--- src/hw/rtl/hfc_pkg.sv ---
`default_nettype none
package hfc_pkg;

	localparam int ROW_W     = 10;
	localparam int DIM_W     = 11;
	localparam int DIM_MAX   = 1024;
	localparam int CFG_W     = 7;
	localparam int D2_W      = 2 * ROW_W + 1;
	localparam int NUM_W     = 32;
	localparam int DEN_W     = 2 * CFG_W;
	localparam int IP_W      = 5;                 // integer bits of the exponent
	localparam int X_W       = 32 + IP_W;
	localparam int Q_W       = 6;
	localparam int EXP_TERMS = 20;
	localparam int FRAC_BITS = 16;
	localparam int GAIN_W    = 20;
	localparam int V_W       = 39;
	localparam int Y_W       = 23;

	localparam logic [32:0] ONE_Q32 = 33'h1_0000_0000;
	localparam logic [31:0] LN2_Q32 = 32'd2977044472;
	localparam logic [31:0] RECIP5  = 32'd858993459;
	localparam logic [GAIN_W-1:0] GAIN_MAX = '1;

	// floor(2^32 / n)
	localparam logic [31:0] RECIP_TAB [2:EXP_TERMS] = '{
		32'd2147483648, 32'd1431655765, 32'd1073741824, 32'd858993459,
		32'd715827882,  32'd613566756,  32'd536870912,  32'd477218588,
		32'd429496729,  32'd390451572,  32'd357913941,  32'd330382099,
		32'd306783378,  32'd286331153,  32'd268435456,  32'd252645135,
		32'd238609294,  32'd226050910,  32'd214748364
	};

	localparam int DIV_STAGES = X_W;
	localparam int EXP_STAGES = Q_W + 1 + 3 * (EXP_TERMS - 1);
	localparam int LATENCY    = 3 + DIV_STAGES + EXP_STAGES + 5;

	localparam logic [2:0] REG_GL   = 3'd0;
	localparam logic [2:0] REG_GH   = 3'd1;
	localparam logic [2:0] REG_SL   = 3'd2;
	localparam logic [2:0] REG_CUT  = 3'd3;
	localparam logic [2:0] REG_ROWS = 3'd4;
	localparam logic [2:0] REG_COLS = 3'd5;

	typedef struct packed {
		logic           valid;
		logic           big;
		logic [X_W-1:0] x;
	} div_out_t;

	typedef struct packed {
		logic           valid;
		logic           big;
		logic [Q_W-1:0] q;
		logic [32:0]    sum;
	} exp_out_t;

endpackage
`default_nettype wire

--- src/hw/rtl/hfc_div.sv ---
`default_nettype none
// restoring divider, one quotient bit per stage: x = num * 2^32 / den, num < 32*den
module hfc_div import hfc_pkg::*; (
	input  wire logic             clk,
	input  wire logic             arst_n,
	input  wire logic             in_valid,
	input  wire logic [NUM_W-1:0] num,
	input  wire logic [DEN_W-1:0] den,
	output div_out_t              res
);

	logic [DEN_W-1:0] rem_s [0:X_W];
	logic [X_W-1:0]   sh_s  [0:X_W];
	logic             v_s   [0:X_W];
	logic             big_s [0:X_W];

	always_comb begin
		big_s[0] = num >= NUM_W'({den, 5'b0});
		v_s[0]   = in_valid;
		rem_s[0] = big_s[0] ? '0 : num[DEN_W+IP_W-1:IP_W];
		sh_s[0]  = {num[IP_W-1:0], 32'b0};
	end

	genvar k;
	for (k = 1; k <= X_W; k++) begin : g_bit
		logic [DEN_W:0] trial;
		logic           ge;
		assign trial = {rem_s[k-1], sh_s[k-1][X_W-1]};
		assign ge    = trial >= {1'b0, den};
		always_ff @(posedge clk or negedge arst_n) begin
			if (!arst_n) begin
				v_s[k] <= 1'b0;
			end else begin
				v_s[k] <= v_s[k-1];
			end
		end
		always_ff @(posedge clk) begin
			big_s[k] <= big_s[k-1];
			rem_s[k] <= ge ? DEN_W'(trial - {1'b0, den}) : trial[DEN_W-1:0];
			sh_s[k]  <= {sh_s[k-1][X_W-2:0], ge};
		end
	end

	assign res.valid = v_s[X_W];
	assign res.big   = big_s[X_W];
	assign res.x     = sh_s[X_W];

endmodule
`default_nettype wire

--- config.mk ---
export PLATFORM = sky130hd
export DESIGN_NAME = hfc_div
export DESIGN_NICKNAME = d
export VERILOG_FILES = /design/src/hw/rtl/hfc_pkg.sv /design/src/hw/rtl/hfc_div.sv
export SDC_FILE = /design/constraint.sdc
export NUM_CORES = 2
export LEC_CHECK = 0
export ABC_AREA = 1
export BUFFER_PORTS_ARGS = -buffer_cell sky130_fd_sc_hd__buf_2
export CAP_MARGIN = 10
export CORE_ASPECT_RATIO = 1.5
export CORE_MARGIN = 5
export CORE_UTILIZATION = 50
export CTS_CLUSTER_SIZE = 28
export DETAILED_ROUTE_END_ITERATION = 6
export GPL_TIMING_DRIVEN = 0
export PLACE_DENSITY = 0.65
export SYNTH_ARGS = -nofsm -noshare
export SYNTH_HDL_FRONTEND = slang
export SYNTH_SLANG_ARGS = --single-unit
--- constraint.sdc ---
create_clock -name clk -period 2.2 [get_ports clk]
set_clock_uncertainty 0.15 [all_clocks]
set_input_delay 0.22 -clock clk [delete_from_list [all_inputs] [get_ports clk]]
set_output_delay 0.22 -clock clk [all_outputs]
set_load 0.05 [all_outputs]
# == Word-level counts from Yosys, hierarchy flattened ==
# Index checks and enable logic that the tools add are counted.
# word_totals
in_bits,49
reg_bits,1291
wordCells,289
# op_classes
order_cmp,38
addsub,36
n_mux,37
# op_table
op,count
>= comparator 15 x 14 -> 1 bit,37
2-to-1 mux 14 bit,37
subtractor 14 bit,36
>= comparator 32 x 19 -> 1 bit,1

# == Depth between registers and ports, before layout ==
# depth
ltp_word,4
ltp_mapped,24
ltp_nobuf,22

# == Worst setup path before layout ==
# No wires, ideal clock.
# synth_timing
path_kind,input -> register
startpoint,input den[12]
endpoint,"register rem_s, in the netlist g_bit[2].trial[12]"
setup_time_ns,0.114
stages,22
t_arrival_ns,3.501
slack_ns,-1.565
path_cell_list,inv_1 > ha_1 > nand2_1 > inv_1 > o21ai_0 > nand3_1 > nor2_1 > nand3_1 > buf_2 > nor2_1 > ha_1 > nand3_1 > nand2_1 > nand2_1 > nand2_1 > nand3_1 > nand2_1 > nand2_2 > nand3_2 > buf_2 > nand2_1 > nand2_1
# synth_lines
item,line_no,rtl
"start, declared",hfc_div.sv:8,"input wire logic [DEN_W-1:0] den,"
"end signal, assigned by index",hfc_div.sv:39,"rem_s[k] <= ge ? DEN_W'(trial - {1'b0, den}) : trial[DEN_W-1:0];"
"end, declared",hfc_div.sv:12,logic [DEN_W-1:0] rem_s [0:X_W];

==> out/qor.json <==
{
  "outcome": "complete, but fails checks",
  "violations": "setup timing",
  "synth_sequential_area_ratio_pct": 46.41,
  "grt_remaining_overflow": 0,
  "antenna_found_initial": 0,
  "grt_max_degree": 41,
  "min_period_over_period_pct": 121.6,
  "cts_num_sinks": 1291,
  "gp_routability_congestion": 0.9291,
  "critPathKind": "input port to flip-flop",
  "synth_edf_count": 0,
  "grt_setup_unrepaired": "yes",
  "async_flop_share_pct": 2.866,
  "worst_slew_margin_rel_pct": 28.38,
  "report.final.hold_viol_count": 0,
  "firstDrtPassIters": 7,
  "numPortBuffers": 87,
  "cp_data_arrival_time_ns": 3.14,
  "critical_hold_path_startpoint": "den[0]",
  "wl_met2_um": 77420,
  "peakVddDrop_uv": 827.7,
  "die_height_um": 420.2,
  "critical-path-top-delay-family": "simple AND/OR/NAND/NOR gates",
  "die_boundary_width_um": 283.5,
  "place.detailed.instances": 7977,
  "worst_path_most_repeated_cell": "sky130_fd_sc_hd__nand2_2",
  "timing.critical_path.buf_inv": 5,
  "ctsRootBufferMaster": "sky130_fd_sc_hd__clkbuf_16",
  "vias": 44970,
  "first_pass_grt_wire_length_um": 229800,
  "critical-path-slowest-cell": "sky130_fd_sc_hd__ha_1",
  "min_period_ns": 2.675,
  "clk_pin_slew_ns": 0.07,
  "initial_utilization_pct": 50.31,
  "post_drt_wl_per_cell_um": 18.19,
  "met3RoutedLength_um": 6861,
  "remaining_number_of_nets_flagged_by_the_antenna_check_after_routing": 0,
  "critical_path.startpoint": "den[3]",
  "synth.avg_cell_area_um2": 8.727,
  "clock_insertion_delay_worst_skew_ns": 0.77,
  "cts_made_buffers": 116,
  "timing.critical_path.required_ns": 2.66,
  "power.density_nw_per_um2": 1496,
  "max_cap_violations": 0,
  "distinct_cell_type_count_of_the_synthesized_netlist": 37,
  "proportion_of_layout_cells_with_a_drive_suffix_above_1_pct": 16.88,
  "boundaryPins": 88,
  "detail_route.drc_violations": 0,
  "cpPeakStageDelay_ns": 0.33,
  "ys_warn_count": 0,
  "synth_flop_cell": "sky130_fd_sc_hd__dfxtp_1",
  "hold-worst-slack_ns": 0.06449,
  "htree_levels": 3,
  "startpoint_type": "input port",
  "slew_viol_final": 0,
  "r2r_start": "g_bit[30].trial[4]$_DFF_P_",
  "vias_per_cell": 5.346,
  "finish.cell_count_without_fillers": 8411,
  "final-setup-viol-count": 15,
  "synth_seq_cells": 1291,
  "crit_path_end_kind": "flip-flop",
  "worst_pin_slew_ns": 1.074,
  "wl_met1_um": 59280,
  "p_leak_nw": 30.82,
  "fmax_mhz": 373.8,
  "die_area_um2": 119100,
  "timing.critical_path.fanout_max": 5,
  "synthesis.area_um2": 56080,
  "fin_util_pct": 60.96,
  "rows": 150,
  "coreArea_um2": 111500,
  "first_global_vias": 44370,
  "cts_max_path_buffers": 3,
  "drt_first_iter_violations": 2367,
  "routed_wl_um": 153000,
  "dp_hpwl_um": 102300,
  "nNetsFinal": 7481,
  "mappedNetlistNets": 7044,
  "timing.hold.worst.class": "input port to flip-flop",
  "layout_setup_ws_ns": -0.4751,
  "route.top_layer_used": "met4",
  "synthToLayoutAreaGrowth_pct": 21.19,
  "tritoncts": "built",
  "cell_count_after_synthesis": 6426,
  "grtUsageTotal_pct": 24.20
}
==> metal layers <==
metal	vias to the layer above	GRT usage [%]
met1	21030	26.00
li1	22410	-
met3	461	3.692
met4	0	13.25
met5	-	0
met2	1076	45.41
==> layout make-up <==
type                       count  area [um^2]
clock inverter                75         1054
timing repair buffer         315         2960
timing repair inverter         4        30.03
clock buffer                 146         3156
sequential                  1291        26040
tap                         1444         1807
inverter                     485         1917
antenna                        1        2.502
buffer                       120         1116
multi-input combinational   4530        29890
fill                        9660        43520
==> cells in the mapped netlist, types with 2 or more instances <==
library cell,number,area share [%]
sky130_fd_sc_hd__a21o_1,36,0.48
sky130_fd_sc_hd__a21oi_1,463,4.1
sky130_fd_sc_hd__a31oi_1,7,0.078
sky130_fd_sc_hd__and3b_1,13,0.20
sky130_fd_sc_hd__buf_2,19,0.17
sky130_fd_sc_hd__buf_4,46,0.62
sky130_fd_sc_hd__buf_6,52,1.0
sky130_fd_sc_hd__clkbuf_1,3,0.020
sky130_fd_sc_hd__dfrtp_1,37,1.7
sky130_fd_sc_hd__dfxtp_1,1254,45
sky130_fd_sc_hd__fa_1,36,1.3
sky130_fd_sc_hd__ha_1,533,12
sky130_fd_sc_hd__inv_1,449,3.0
sky130_fd_sc_hd__inv_2,35,0.23
sky130_fd_sc_hd__nand2_1,1485,9.9
sky130_fd_sc_hd__nand2_2,44,0.49
sky130_fd_sc_hd__nand3_1,303,2.7
sky130_fd_sc_hd__nand3_2,57,1.0
sky130_fd_sc_hd__nand4_1,144,1.6
sky130_fd_sc_hd__nor2_1,312,2.1
sky130_fd_sc_hd__nor3_1,47,0.42
sky130_fd_sc_hd__nor4b_1,4,0.062
sky130_fd_sc_hd__o211ai_1,20,0.27
sky130_fd_sc_hd__o21a_1,11,0.15
sky130_fd_sc_hd__o21ai_0,374,3.3
sky130_fd_sc_hd__o21ai_1,246,2.2
sky130_fd_sc_hd__o21ai_2,3,0.047
sky130_fd_sc_hd__o21bai_1,3,0.040
sky130_fd_sc_hd__o31ai_1,12,0.16
sky130_fd_sc_hd__or2_2,2,0.022
sky130_fd_sc_hd__xnor2_1,286,4.5
sky130_fd_sc_hd__xor2_1,85,1.3
==> cells in the final DEF (no fill, tap or decap), drive strengths merged, types with 11 or more instances in the layout <==
cell type and count:
a21oi 463, dlygate4sd3 39, clkbuf 158, nand4 144
o21a 11, bufinv 15, and3b 13, nor2 312
clkinvlp 32, o31ai 12, buf 379, inv 487
dfxtp 1254, ha 533, fa 36, clkinv 30
o21ai 623, o211ai 20, a21o 36, nand3 361
nor3 47, nand2 1529, xnor2 286, xor2 85
dfrtp 37
==> per-stage QoR <==
step	power (mW)	area, um^2	TNS [ns]	setup slack, ns
2_1_floorplan	65.11	56360	-123.62	-1.172
3_3_place_gp	75.09	58610	-2017.09	-4.902
3_5_place_dp	75.59	59030	-873.69	-2.723
4_1_cts	99.16	65370	-18.97	-0.4494
5_1_grt	108.9	67960	-8.805	-0.5477
6_report	101.7	67960	-6.529	-0.4751
==> logic make-up (layout without fill, tap and decap cells) <==
kind of cell	Yosys count	in the layout	share of synthesized area [%]
compound gates	1177	1177	10.92
xor+xnor	371	371	5.794
fa+ha+maj	569	569	13.18
buf+inv	605	1145	5.100
flops	1291	1291	46.41
other cells	0	1	0
simple gates	2413	2413	18.60
==> path summary, 6_finish.rpt <==
path | cells after the start | slack (ns) | end
setup / recovery | 25 | -0.48 | g_bit[2].trial[12]$_DFF_P_
hold / removal | 5 | 0.06 | g_bit[36].trial[3]$_DFF_P_
setup reg to reg | 10 | 0.05 | g_bit[31].trial[10]$_DFF_P_
hold reg to reg | 0 | 0.14 | sh_s[965]$_DFF_P_
max in group asynchronous | 4 | 1.30 | v_s[24]$_DFF_PN0_
min in group asynchronous | 4 | 0.40 | v_s[7]$_DFF_PN0_
==> power by group <==
group          internal, mW  switching (mW)  total, mW
Combinational          18.1            26.8       44.9
Clock                  12.2            9.40       21.6
Sequential             31.5            3.69       35.2
Total                  61.8            39.9        102
==> registers in the layout, indices dropped and copies added (netlist names) <==
name         count
res             39
sh_s           672
v_s             36
big_s           36
g_bit.trial    508
==> tightest hold or removal path, stage by stage <==
cell	delay (ns)
sky130_fd_sc_hd__buf_8	0.11
sky130_fd_sc_hd__buf_12	0.15
sky130_fd_sc_hd__fa_1	0.22
sky130_fd_sc_hd__xor2_1	0.07
sky130_fd_sc_hd__o21ai_1	0.15
==> repair_timing <==
action | CTS | global route
hold endpoints to repair | 72 | 0
setup buffers | 70 | 88
gates cloned | 9 | 7
endpoints found under the setup margin | 542 | 463
pin swaps | 65 | 82
hold buffers | 44 | 0
gates resized for setup | 254 | 409
Power figures use the tool's default switching activity.
